===== config.mk =====
export PLATFORM = sky130hd
export DESIGN_NAME = vao_ray
export DESIGN_NICKNAME = d
export VERILOG_FILES = /design/src/sv/vao_pkg.sv /design/src/sv/vao_ray.sv
export SDC_FILE = /design/constraint.sdc
export NUM_CORES = 1
export LEC_CHECK = 0
export ABC_AREA = 0
export BUFFER_PORTS_ARGS = -buffer_cell sky130_fd_sc_hd__buf_2
export CAP_MARGIN = 5
export CORE_ASPECT_RATIO = 0.8
export CORE_UTILIZATION = 35
export DETAILED_ROUTE_END_ITERATION = 12
export PLACE_DENSITY = 0.55
export SLEW_MARGIN = 15
export SYNTH_ARGS = -nofsm -noshare
export SYNTH_HDL_FRONTEND = slang
export SYNTH_SLANG_ARGS = --single-unit

===== constraint.sdc =====
create_clock -name clk -period 8.6 [get_ports clk]
set_clock_uncertainty 0.1 [all_clocks]
set_input_delay 0.43 -clock clk [delete_from_list [all_inputs] [get_ports clk]]
set_output_delay 0.43 -clock clk [all_outputs]
set_load 0.005 [all_outputs]

===== src/sv/vao_pkg.sv =====
// Shared types, constants and direction table for the voxel ambient occlusion shader.
`timescale 1ns / 1ps

package vao_pkg;

	localparam int MAX_DIM_DEF = 64;

	localparam int COORD_W    = 6;
	localparam int SIZE_W     = 7;
	localparam int LIMIT_W    = 8;
	localparam int CFG_IDX_W  = 3;
	localparam int CFG_DATA_W = 8;
	localparam int SHADE_W    = 8;
	localparam int OPEN_W     = 5;
	localparam int DIR_W      = 5;
	localparam int STEP_W     = 9;
	localparam int FRAC_W     = 16;
	localparam int POS_W      = 25;
	localparam int SUM_W      = 10;

	typedef logic signed [POS_W-1:0] pos_t;

	localparam pos_t Q_ONE       = 25'sd65536;
	localparam pos_t Q_INV_SQRT2 = 25'sd46341;
	localparam pos_t Q_INV_SQRT3 = 25'sd37837;

	localparam logic [SUM_W-1:0]   BASE_SHADE  = 10'd50;
	localparam logic [SUM_W-1:0]   SHADE_MAX   = 10'd255;
	localparam logic [OPEN_W-1:0]  INCR_SMALL  = 5'd20;
	localparam logic [OPEN_W-1:0]  INCR_LARGE  = 5'd15;
	localparam logic [DIR_W-1:0]   RAYS_SMALL  = 5'd14;
	localparam logic [DIR_W-1:0]   RAYS_LARGE  = 5'd20;
	localparam logic [SIZE_W-1:0]  RESET_SIZE  = 7'd64;
	localparam logic [LIMIT_W-1:0] RESET_LIMIT = 8'd75;

	typedef enum logic [CFG_IDX_W-1:0] {
		CFG_SIZE_X    = 3'd0,
		CFG_SIZE_Y    = 3'd1,
		CFG_SIZE_Z    = 3'd2,
		CFG_RAY_LIMIT = 3'd3,
		CFG_DIR_SET   = 3'd4
	} cfg_idx_t;

	typedef logic [1:0] sign_t;
	localparam sign_t SG_ZERO = 2'b00;
	localparam sign_t SG_POS  = 2'b01;
	localparam sign_t SG_NEG  = 2'b11;

	// Ray start request from the sequencer to the marcher
	typedef struct packed {
		logic                   start;
		logic [DIR_W-1:0]       dir;
		logic [COORD_W-1:0]     x;
		logic [COORD_W-1:0]     y;
		logic [COORD_W-1:0]     z;
	} ray_cmd_t;

	// Ray outcome, valid for one cycle
	typedef struct packed {
		logic done;
		logic open;
	} ray_res_t;

	// Volume geometry and sample budget
	typedef struct packed {
		logic [2:0][SIZE_W-1:0] ext;
		logic [LIMIT_W-1:0]     limit;
	} ray_cfg_t;

	// Signs of one direction as {x, y, z}
	function automatic logic [5:0] dir_signs(input logic [DIR_W-1:0] idx);
		logic [5:0] s;
		begin
			case (idx)
				5'd0:    s = {SG_POS,  SG_POS,  SG_NEG};
				5'd1:    s = {SG_NEG,  SG_POS,  SG_NEG};
				5'd2:    s = {SG_POS,  SG_NEG,  SG_NEG};
				5'd3:    s = {SG_NEG,  SG_NEG,  SG_NEG};
				5'd4:    s = {SG_POS,  SG_POS,  SG_POS};
				5'd5:    s = {SG_NEG,  SG_POS,  SG_POS};
				5'd6:    s = {SG_POS,  SG_NEG,  SG_POS};
				5'd7:    s = {SG_NEG,  SG_NEG,  SG_POS};
				5'd8:    s = {SG_ZERO, SG_ZERO, SG_POS};
				5'd9:    s = {SG_ZERO, SG_POS,  SG_ZERO};
				5'd10:   s = {SG_POS,  SG_ZERO, SG_ZERO};
				5'd11:   s = {SG_ZERO, SG_ZERO, SG_NEG};
				5'd12:   s = {SG_ZERO, SG_NEG,  SG_ZERO};
				5'd13:   s = {SG_NEG,  SG_ZERO, SG_ZERO};
				5'd14:   s = {SG_ZERO, SG_NEG,  SG_NEG};
				5'd15:   s = {SG_NEG,  SG_NEG,  SG_ZERO};
				5'd16:   s = {SG_NEG,  SG_ZERO, SG_NEG};
				5'd17:   s = {SG_ZERO, SG_POS,  SG_POS};
				5'd18:   s = {SG_POS,  SG_POS,  SG_ZERO};
				5'd19:   s = {SG_POS,  SG_ZERO, SG_POS};
				default: s = {SG_POS,  SG_ZERO, SG_ZERO};
			endcase
			return s;
		end
	endfunction

	function automatic pos_t dir_comp(input sign_t s, input pos_t mag);
		pos_t v;
		begin
			case (s)
				SG_POS:  v = mag;
				SG_NEG:  v = -mag;
				default: v = '0;
			endcase
			return v;
		end
	endfunction

endpackage


===== src/sv/vao_ray.sv =====
// Ray marcher: one sample per cycle, memory read overlapped with the next bounds check.
`timescale 1ns / 1ps

module vao_ray #(
	parameter int MAX_DIM = vao_pkg::MAX_DIM_DEF,
	localparam int CW = $clog2(MAX_DIM),
	localparam int RA_W = $clog2(MAX_DIM * MAX_DIM)
) (
	input  logic                clk,
	input  logic                arst_n,
	input  vao_pkg::ray_cmd_t   cmd,
	input  vao_pkg::ray_cfg_t   cfg,
	output logic                rd_en,
	output logic [RA_W-1:0]     rd_addr,
	input  logic [MAX_DIM-1:0]  rd_row,
	output vao_pkg::ray_res_t   res
);

	typedef enum logic {R_IDLE, R_MARCH} rstate_t;

	rstate_t                        state_q;
	vao_pkg::pos_t                  p_q [3];
	vao_pkg::pos_t                  d_q [3];
	logic [vao_pkg::STEP_W-1:0]     step_q;
	logic                           pend_s1;
	logic [CW-1:0]                  xb_s1;

	logic [5:0]                     sg;
	logic [1:0]                     nz;
	vao_pkg::pos_t                  mag;
	vao_pkg::pos_t                  d_new [3];
	vao_pkg::pos_t                  p_init [3];
	logic [2:0]                     oob;
	logic                           lim_hit;
	logic                           samp_open;
	logic                           hit;
	logic                           march;
	logic [CW-1:0]                  fx;
	logic [CW-1:0]                  fy;
	logic [CW-1:0]                  fz;

	// Direction vector and start point, p = origin + 2d
	always_comb begin
		sg = vao_pkg::dir_signs(cmd.dir);
		nz = 2'((sg[5:4] != vao_pkg::SG_ZERO)) + 2'((sg[3:2] != vao_pkg::SG_ZERO))
			+ 2'((sg[1:0] != vao_pkg::SG_ZERO));
		case (nz)
			2'd1:    mag = vao_pkg::Q_ONE;
			2'd2:    mag = vao_pkg::Q_INV_SQRT2;
			default: mag = vao_pkg::Q_INV_SQRT3;
		endcase
		d_new[0] = vao_pkg::dir_comp(sg[5:4], mag);
		d_new[1] = vao_pkg::dir_comp(sg[3:2], mag);
		d_new[2] = vao_pkg::dir_comp(sg[1:0], mag);
		p_init[0] = vao_pkg::pos_t'({cmd.x, 16'h0}) + d_new[0] + d_new[0];
		p_init[1] = vao_pkg::pos_t'({cmd.y, 16'h0}) + d_new[1] + d_new[1];
		p_init[2] = vao_pkg::pos_t'({cmd.z, 16'h0}) + d_new[2] + d_new[2];
	end

	// Check the current sample; the previous sample's row is in rd_row
	always_comb begin
		for (int a = 0; a < 3; a++) begin
			oob[a] = (p_q[a] <= 0)
				|| (p_q[a] >= $signed({2'b00, cfg.ext[a], 16'h0}));
		end
		march     = (state_q == R_MARCH);
		lim_hit   = (cfg.limit != '0) && (step_q > {1'b0, cfg.limit});
		samp_open = lim_hit || (oob != 3'b000);
		hit       = pend_s1 && rd_row[xb_s1];
		fx        = p_q[0][vao_pkg::FRAC_W +: CW];
		fy        = p_q[1][vao_pkg::FRAC_W +: CW];
		fz        = p_q[2][vao_pkg::FRAC_W +: CW];
		rd_en     = march && !hit && !samp_open;
		rd_addr   = RA_W'(fz) * RA_W'(MAX_DIM) + RA_W'(fy);
		res.done  = march && (hit || samp_open);
		res.open  = !hit;
	end

	always_ff @(posedge clk or negedge arst_n) begin
		if (!arst_n) begin
			state_q <= R_IDLE;
			pend_s1 <= 1'b0;
		end else begin
			unique case (state_q)
				R_IDLE: begin
					if (cmd.start) begin
						for (int a = 0; a < 3; a++) begin
							p_q[a] <= p_init[a];
							d_q[a] <= d_new[a];
						end
						step_q  <= vao_pkg::STEP_W'(1);
						pend_s1 <= 1'b0;
						state_q <= R_MARCH;
					end
				end
				R_MARCH: begin
					if (hit || samp_open) begin
						pend_s1 <= 1'b0;
						state_q <= R_IDLE;
					end else begin
						for (int a = 0; a < 3; a++) begin
							p_q[a] <= p_q[a] + d_q[a];
						end
						// hold the count once past any budget
						if (!step_q[vao_pkg::STEP_W-1]) begin
							step_q <= step_q + vao_pkg::STEP_W'(1);
						end
						pend_s1 <= 1'b1;
						xb_s1   <= fx;
					end
				end
				default: state_q <= R_IDLE;
			endcase
		end
	end

endmodule


### Word level (Yosys, flattened, before mapping)

Memories as Yosys holds them, arrays and structs flattened.
Index checks and enable logic that the tools add are counted.

* add/sub/neg operators: 14
* order comparisons: 8
* equal/unequal tests: 11
* muxes and demuxes: 22
* bitwise gates (word level): 5
* reductions and logical operators: 22

Operators by type and width (number)
* 25-bit adder: 6
* 25-bit one-hot mux with 2 select lines: 3
* 23-bit by 25-bit adder with 25-bit output: 3
* 25-bit by 24-bit greater-or-equal comparator with 1-bit output: 3
* 25-bit by 1-bit <= comparator with 1-bit output, second input constant: 3
* 25-bit two-way mux: 3
* 17-bit one-hot mux with 2 select lines: 1
* 9-bit two-way mux: 3
* 25-bit negation: 1
* 9-bit one-hot mux with 2 select lines: 1
* 12-bit by 6-bit adder with 12-bit output: 1
* 9-bit by 1-bit adder with 9-bit output, second input constant: 1
* 9-bit by 8-bit > comparator with 1-bit output: 1
* 2-bit by 1-bit == test with 1-bit output, second input constant: 4
* 2-bit == test, second input constant: 4
* 1-bit two-way mux: 8
* 8-bit nonzero test: 1
* 1-bit logical AND: 7
* 6-bit by 7-bit less-than comparator with 1-bit output, second input constant: 1
* 1-bit binary-select mux with 6-bit select: 1
* 2-bit != test, second input constant: 3
* 3-bit AND reduction: 2
* 2-bit nonzero test: 3
* 1-bit logical OR: 5
* 8 further kinds: 13

* flip-flop bits (word level): 17
* RAM bits: 150
* ROM bits: 192
* bits of input ports: 119
* output and inout port bits: 15
* logic and storage cells: 90
* memories: 3

Memories
* (name not given): words 32, bits a word 6, read ports 1, clocked after Yosys merged registers in 0, write ports 0, line vao_pkg.sv:74 `case (idx)`
* d_q: words 3, bits a word 25, read ports 3, clocked after Yosys merged registers in 0, write ports 3, line vao_ray.sv:23 `vao_pkg::pos_t d_q [3];`
* p_q: words 3, bits a word 25, read ports 3, clocked after Yosys merged registers in 0, write ports 3, line vao_ray.sv:22 `vao_pkg::pos_t p_q [3];`

### Depth between registers and ports, before layout

Gate-level depths: netlist of the first run.
An unclocked memory read counts as a cell.

* word-level depth: 11
* gate-level depth with buffers: 24
* mapped depth without buffers: 22

### Worst setup path after synthesis of the first run

Ideal clock, no wire load.

* path type: register to register
* from: register xb_s1[2] (read register of p_q)
* to: memory p_q[0][0] (netlist bit) (enable)
* arrival time: 4769 ps
* required time: 8065 ps
* setup slack: 3296 ps
* stages on the path, launching flop included: 11
* clock period less this slack: 5304 ps
* cell sequence: edfxtp_1 > buf_1 > mux4_2 > mux4_2 > mux4_2 > and2_4 > or4_4 > buf_6 > buf_2 > buf_2 > nand2_1

RTL lines
* start: declaration: line vao_ray.sv:26 `logic [CW-1:0] xb_s1;`
* end: declaration: line vao_ray.sv:22

==> metrics.txt, run 1 <==
run status finished, final reports clean; vias in the first global route 8583; clock tree from TritonCTS done; total congestion overflow 0; # Post-CTS Setup Buffers 0; largest net degree at the start of global routing 73; worst setup path startpoint xb_s1[1]$_DFFE_PP_; Placement Cell Area 12200 sq um; Pins Over Slew Limit 0; Clock transition at path regs 70 ps; global-route total usage across every layer 0.181; startpoint-to-endpoint class of the critical path flop to flop; Rel. slew slack 0.442; CTS buffer count 17; drt first-iter violations 556; maxcap violations 0; reg-to-reg startpoint xb_s1[1]$_DFFE_PP_; total half-perimeter wirelength after legalization and detailed placement 22.7 mm; number of antenna violations at the first check in global routing 1; average via count per standard cell 5.28; total power per unit cell area 160 nW/um^2; type of element launching the critical path flop; Worst EP required 8550 ps; setup TNS after final layout 0 ps; Clk Latency, worst-skew pair 420 ps; Clk Tree Root Cell sky130_fd_sc_hd__clkbuf_16; most frequent standard cell in the layout excluding fill and tap cells sky130_fd_sc_hd__edfxtp_1; fin crit share 0.591; post-synthesis instance total 1131; routability congestion estimate 0.827; number of placed instances with taps included 1649; post-synthesis cell type count 64; Antenna Diode Count 0; final core utilization 0.407; final design instance area without fill 12800 sq um; register bit total from synthesis 136; first-pass GRT wire length 46.6 mm; count of boundary I/O pins 134; Total Die Area 32600 sq um; post-route non-filler standard cell count 1683; Async S/R FF share, synth 0.0147; endpoint class of the critical path flop; count of standard-cell rows 58; DRC errors left 0; netlist area before placement 11200 sq um; Fillers 3121; Die W 202 um; EDFF count, synth 134; worst-margin pin slew 837 ps; port buffer count 133; arrival time reported for the critical path endpoint 5040 ps; net count after synthesis 1386; total power draw 2.04 mW; CTS H-tree depth 4; final-report setup violation count 0; number of hold violations in the final report 0; most frequently used flop master after synthesis sky130_fd_sc_hd__edfxtp_1; number of nets in the layout 1505; overall routed net length 28.9 mm; post-synthesis average cell area 9.88 sq um; maximum vdd ir drop 0.142 mV; cell type with the largest total area after synthesis sky130_fd_sc_hd__edfxtp_1; share of final-layout standard cells stronger than drive strength 1 0.159; Yosys warning total 0; count of instances resized after the clock tree is built 0; antenna violation net count after detailed routing 0; Leak 5.47 nW; Layout area overhead 14.5%; CTS Sinks 136; area share of the leading cell type in the synthesized netlist 0.360; setup repair after global routing missed its margin false; f_max 197 MHz; number of iterations in the first detailed-routing pass 5; Die Span Y 162 um; most used cells in the layout excluding fill and tap cells sky130_fd_sc_hd__edfxtp_1, sky130_fd_sc_hd__buf_2, sky130_fd_sc_hd__ha_1; hold-fix buffer count after cts 1; total via count after detailed routing 8879; wire per inst 17.2 um; Starting Density 0.355; biggest area contributors in the synthesized netlist sky130_fd_sc_hd__edfxtp_1, sky130_fd_sc_hd__ha_1, sky130_fd_sc_hd__o21ai_0; Period minus WS final 5080 ps; core area 31400 sq um; classification of the worst-slack hold path input pin to async pin; sequential element share of the synthesized area 0.365; Max clock buf depth 2; maximum fanout count along the critical path 50
-- final cells by class --
type                    instances  area [sq um]  share of cell area
flip-flops and latches        136          4070               0.319
clock buffers                  18           429              0.0336
clock inverters                14           150              0.0117
multi-input cells             877          6580               0.515
well taps                     420           526              0.0411
repair buffers                143           743              0.0581
inverters                      75           282              0.0220
-- path summary, 6_finish.rpt --
check / end / slack, ps / cells after the start
worst min register to register: pend_s1$_DFFE_PN0N_ / 390 / 1
worst max register to register: p_q[0][50]$_SDFFCE_PP0P_ / 3520 / 7
max in group asynchronous: march$_DFF_PN0_ / 8050 / 2
min in group clk: pend_s1$_DFFE_PN0N_ / 240 / 3
worst max-delay path: p_q[0][50]$_SDFFCE_PP0P_ / 3520 / 7
worst min-delay path: pend_s1$_DFFE_PN0N_ / 240 / 2
-- kinds of logic after synthesis --
logic type               after synthesis  synth area share
adder cells (fa/ha/maj)              136             0.157
flip-flops                           136             0.365
buffers and inverters                118            0.0467
AO/OA/AOI/OAI                        298             0.164
AND/OR/NAND/NOR                      319             0.142
XOR/XNOR                              87            0.0682
multiplexers                          37            0.0566
-- power breakdown --
group | switching (mW) | internal (mW) | total [mW]
Clock | 0.300 | 0.428 | 0.728
Sequential | 0.0284 | 0.784 | 0.812
Combinational | 0.285 | 0.217 | 0.502
-- synthesized netlist by cell type, types with 18 or more instances --
| cell | number |
|---|---|
| sky130_fd_sc_hd__inv_1 | 75 |
| sky130_fd_sc_hd__nand2b_1 | 20 |
| sky130_fd_sc_hd__xor2_1 | 41 |
| sky130_fd_sc_hd__nor2b_1 | 20 |
| sky130_fd_sc_hd__o21ai_0 | 97 |
| sky130_fd_sc_hd__clkbuf_1 | 24 |
| sky130_fd_sc_hd__a21oi_1 | 71 |
| sky130_fd_sc_hd__nand3_1 | 24 |
| sky130_fd_sc_hd__xnor2_1 | 46 |
| sky130_fd_sc_hd__a21o_1 | 29 |
| sky130_fd_sc_hd__ha_1 | 129 |
| sky130_fd_sc_hd__nor2_1 | 72 |
| sky130_fd_sc_hd__nor3_1 | 28 |
| sky130_fd_sc_hd__edfxtp_1 | 134 |
| sky130_fd_sc_hd__nand2_1 | 79 |
| sky130_fd_sc_hd__nor4_1 | 18 |
-- stage by stage --
| step | setup slack (ps) | hold WS, ps |
|---|---|---|
| after global placement | 3430 | 135 |
| after detailed placement | 3170 | 134 |
| after global routing | 3220 | 240 |
| final | 3520 | 244 |
| after CTS | 3440 | 230 |
| after floorplan | 3300 | 34.4 |
-- per-layer routing --
layer  global-route usage  share of wire  up-vias
li1                     -              -     4450
met5                    0        0.00059        -
met3               0.0373          0.055       16
met2                0.265           0.41      242
met4               0.0362         0.0089        2
met1                0.273           0.52     4169
-- flip-flops by register name, summed over array words and instances (netlist names) --
name	cells
march	1
pend_s1	1
xb_s1	6
p_q	75
step_q	9
d_q	44
-- worst max-delay path, stage by stage (launching register included) --
cell and delay, ps:
sky130_fd_sc_hd__edfxtp_1 860, sky130_fd_sc_hd__mux4_1 650, sky130_fd_sc_hd__mux4_2 490, sky130_fd_sc_hd__mux4_2 510
sky130_fd_sc_hd__and2_4 200, sky130_fd_sc_hd__or4_4 750, sky130_fd_sc_hd__nand2_4 470, sky130_fd_sc_hd__buf_4 630
Note: power is estimated with default switching activity, not from simulation.
==> run 2: changes to the inputs <==
==> constraint.sdc (replaced) <==
create_clock -name clk -period 5.05 [get_ports clk]
set_clock_uncertainty 0.1 [all_clocks]
set_input_delay 0.2525 -clock clk [delete_from_list [all_inputs] [get_ports clk]]
set_output_delay 0.2525 -clock clk [all_outputs]
set_load 0.005 [all_outputs]
==> run 2 against run 1 <==
Against the previous run: total power rose by 75%; critical path depth rose by 1; hold slack got worse by 200 ps; register-to-register slack got worse by 2700 ps; wire length rose by 1.4%; largest power group unchanged; via count rose by 1.2%; setup slack got worse by 2700 ps; highest routed layer is now met4.
==> metrics.txt, run 2 (same netlist as run 1, synthesis figures left out) <==
run status finished, final reports clean; worst setup path startpoint xb_s1[1]$_DFFE_PP_; Worst path max stage delay 710 ps; Layout area overhead 15.7%; maximum vdd ir drop 0.261 mV; flop2flop setup slack 770 ps; Clk Tree Root Cell sky130_fd_sc_hd__clkbuf_16; f_max 233 MHz; count of instances resized after the clock tree is built 0; post-route non-filler standard cell count 1694; routability congestion estimate 0.847; internal power 2.53 mW; share of total power in sequential cells 0.388; first-pass GRT wire length 46.5 mm; total power per unit cell area 276 nW/um^2; total half-perimeter wirelength after legalization and detailed placement 22.7 mm; CTS Sinks 136; share of final-layout standard cells stronger than drive strength 1 0.164; Clk Latency, worst-skew pair 430 ps; classification of the worst-slack hold path input pin to async pin; Clock transition at path regs 60 ps; hold-fix buffer count after cts 1; drt first-iter violations 691; Period minus WS final 4280 ps; switching power 1.03 mW; register with the most flip-flops p_q; setup TNS after final layout 0 ps; arrival time reported for the critical path endpoint 4340 ps; Leak 5.55 nW; library cell contributing the largest single delay on the critical path sky130_fd_sc_hd__or4_4; smallest hold slack 49.2 ps; global-route total usage across every layer 0.182; crit path cell chain mux4_1 > mux4_2 > mux4_2 > and2_4 > or4_4 > buf_12 > nand2_1 > o21ai_0; port buffer count 133; combinational group share of total power 0.241; Worst Setup EP p_q[0][15]$_DFFE_PP_; Reg2Reg Capture Point p_q[0][15]$_DFFE_PP_; clock tree from TritonCTS done; Rel. slew slack 0.490; CTS H-tree depth 4; final-report setup violation count 0; number of flip-flops under the largest register name 75; reg-to-reg startpoint xb_s1[1]$_DFFE_PP_; type of element launching the critical path flop; number of hold violations in the final report 0; Starting Density 0.355; count of standard-cell rows 58; CTS buffer count 17; startpoint-to-endpoint class of the critical path flop to flop; worst-margin pin slew 759 ps; Die W 202 um; final core utilization 0.411; core area 31400 sq um; number of nets in the layout 1514; endpoint class of the critical path flop; Pins Over Slew Limit 0; Worst R2R Path Depth 8; Total Die Area 32600 sq um; Clock Power Share 0.371; number of antenna violations at the first check in global routing 1; DRC errors left 0; # Post-CTS Setup Buffers 0; total via count after detailed routing 8984; wire per inst 17.3 um; Max clock buf depth 2; net switching share of the total power 0.289; most used cell along the critical path sky130_fd_sc_hd__mux4_2; count of boundary I/O pins 134; total power draw 3.57 mW; fin crit share 0.848; average via count per standard cell 5.30; most used cells in the layout excluding fill and tap cells sky130_fd_sc_hd__edfxtp_1, sky130_fd_sc_hd__buf_2, sky130_fd_sc_hd__ha_1; vias in the first global route 8577; setup repair after global routing missed its margin false; number of placed instances with taps included 1659; total congestion overflow 0; maxcap violations 0; antenna violation net count after detailed routing 0; largest net degree at the start of global routing 52; Worst EP required 5110 ps; registers with the highest flip-flop counts p_q (75), d_q (44), step_q (9); Die Span Y 162 um; number of iterations in the first detailed-routing pass 5; maximum fanout count along the critical path 51; overall routed net length 29.3 mm; most frequent standard cell in the layout excluding fill and tap cells sky130_fd_sc_hd__edfxtp_1
run 2: worst max-delay path: cells and delay by family (launching register included):
kind,cells,cell delay [ps]
flops,1,700
simple gates,3,1130
buf+inv,1,280
mux,3,1640
compound gates,1,140
run 2: layout make-up:
cell class	count	area, sq um
multi-input combinational	877	6580
clock buffer	18	429
inverter	75	282
tap	420	526
clock inverter	14	181
timing repair buffer	152	848
fill	3061	18500
antenna	2	5.00
sequential	136	4070
run 2: how the worst min path moves through the flow:
stage / from / to / cells after the start
global placement: arst_n / pend_s1$_DFFE_PN0N_ / 1
CTS: arst_n / march$_DFF_PN0_ / 2
detailed placement: arst_n / march$_DFF_PN0_ / 1
finish: arst_n / march$_DFF_PN0_ / 2
floorplan: arst_n / march$_DFF_PN0_ / 0
global route: arst_n / march$_DFF_PN0_ / 2
run 2: power groups by stage:
| stage | combinational, mW | sequential, mW | clock, mW |
|---|---|---|---|
| 2_1_floorplan | 0.623 | 1.39 | 0 |
| 3_3_place_gp | 0.845 | 1.41 | 0 |
| 3_5_place_dp | 0.855 | 1.41 | 0 |
| 4_1_cts | 0.861 | 1.38 | 1.36 |
| 5_1_grt | 0.973 | 1.39 | 1.40 |
| 6_report | 0.860 | 1.38 | 1.32 |
run 2: per-stage QoR:
step / area (sq um) / setup WS, ps
detailed placement: 12300 / 520
CTS: 12900 / 732
floorplan: 11200 / 472
global route: 12900 / 594
finish: 12900 / 767
global placement: 12300 / 555
run 2: routing by layer:
layer	GRT usage	vias up	share of wire
met5	0	-	0
met4	0.0441	0	0.012
met3	0.0381	21	0.058
met2	0.263	272	0.41
met1	0.274	4215	0.52
li1	-	4476	-
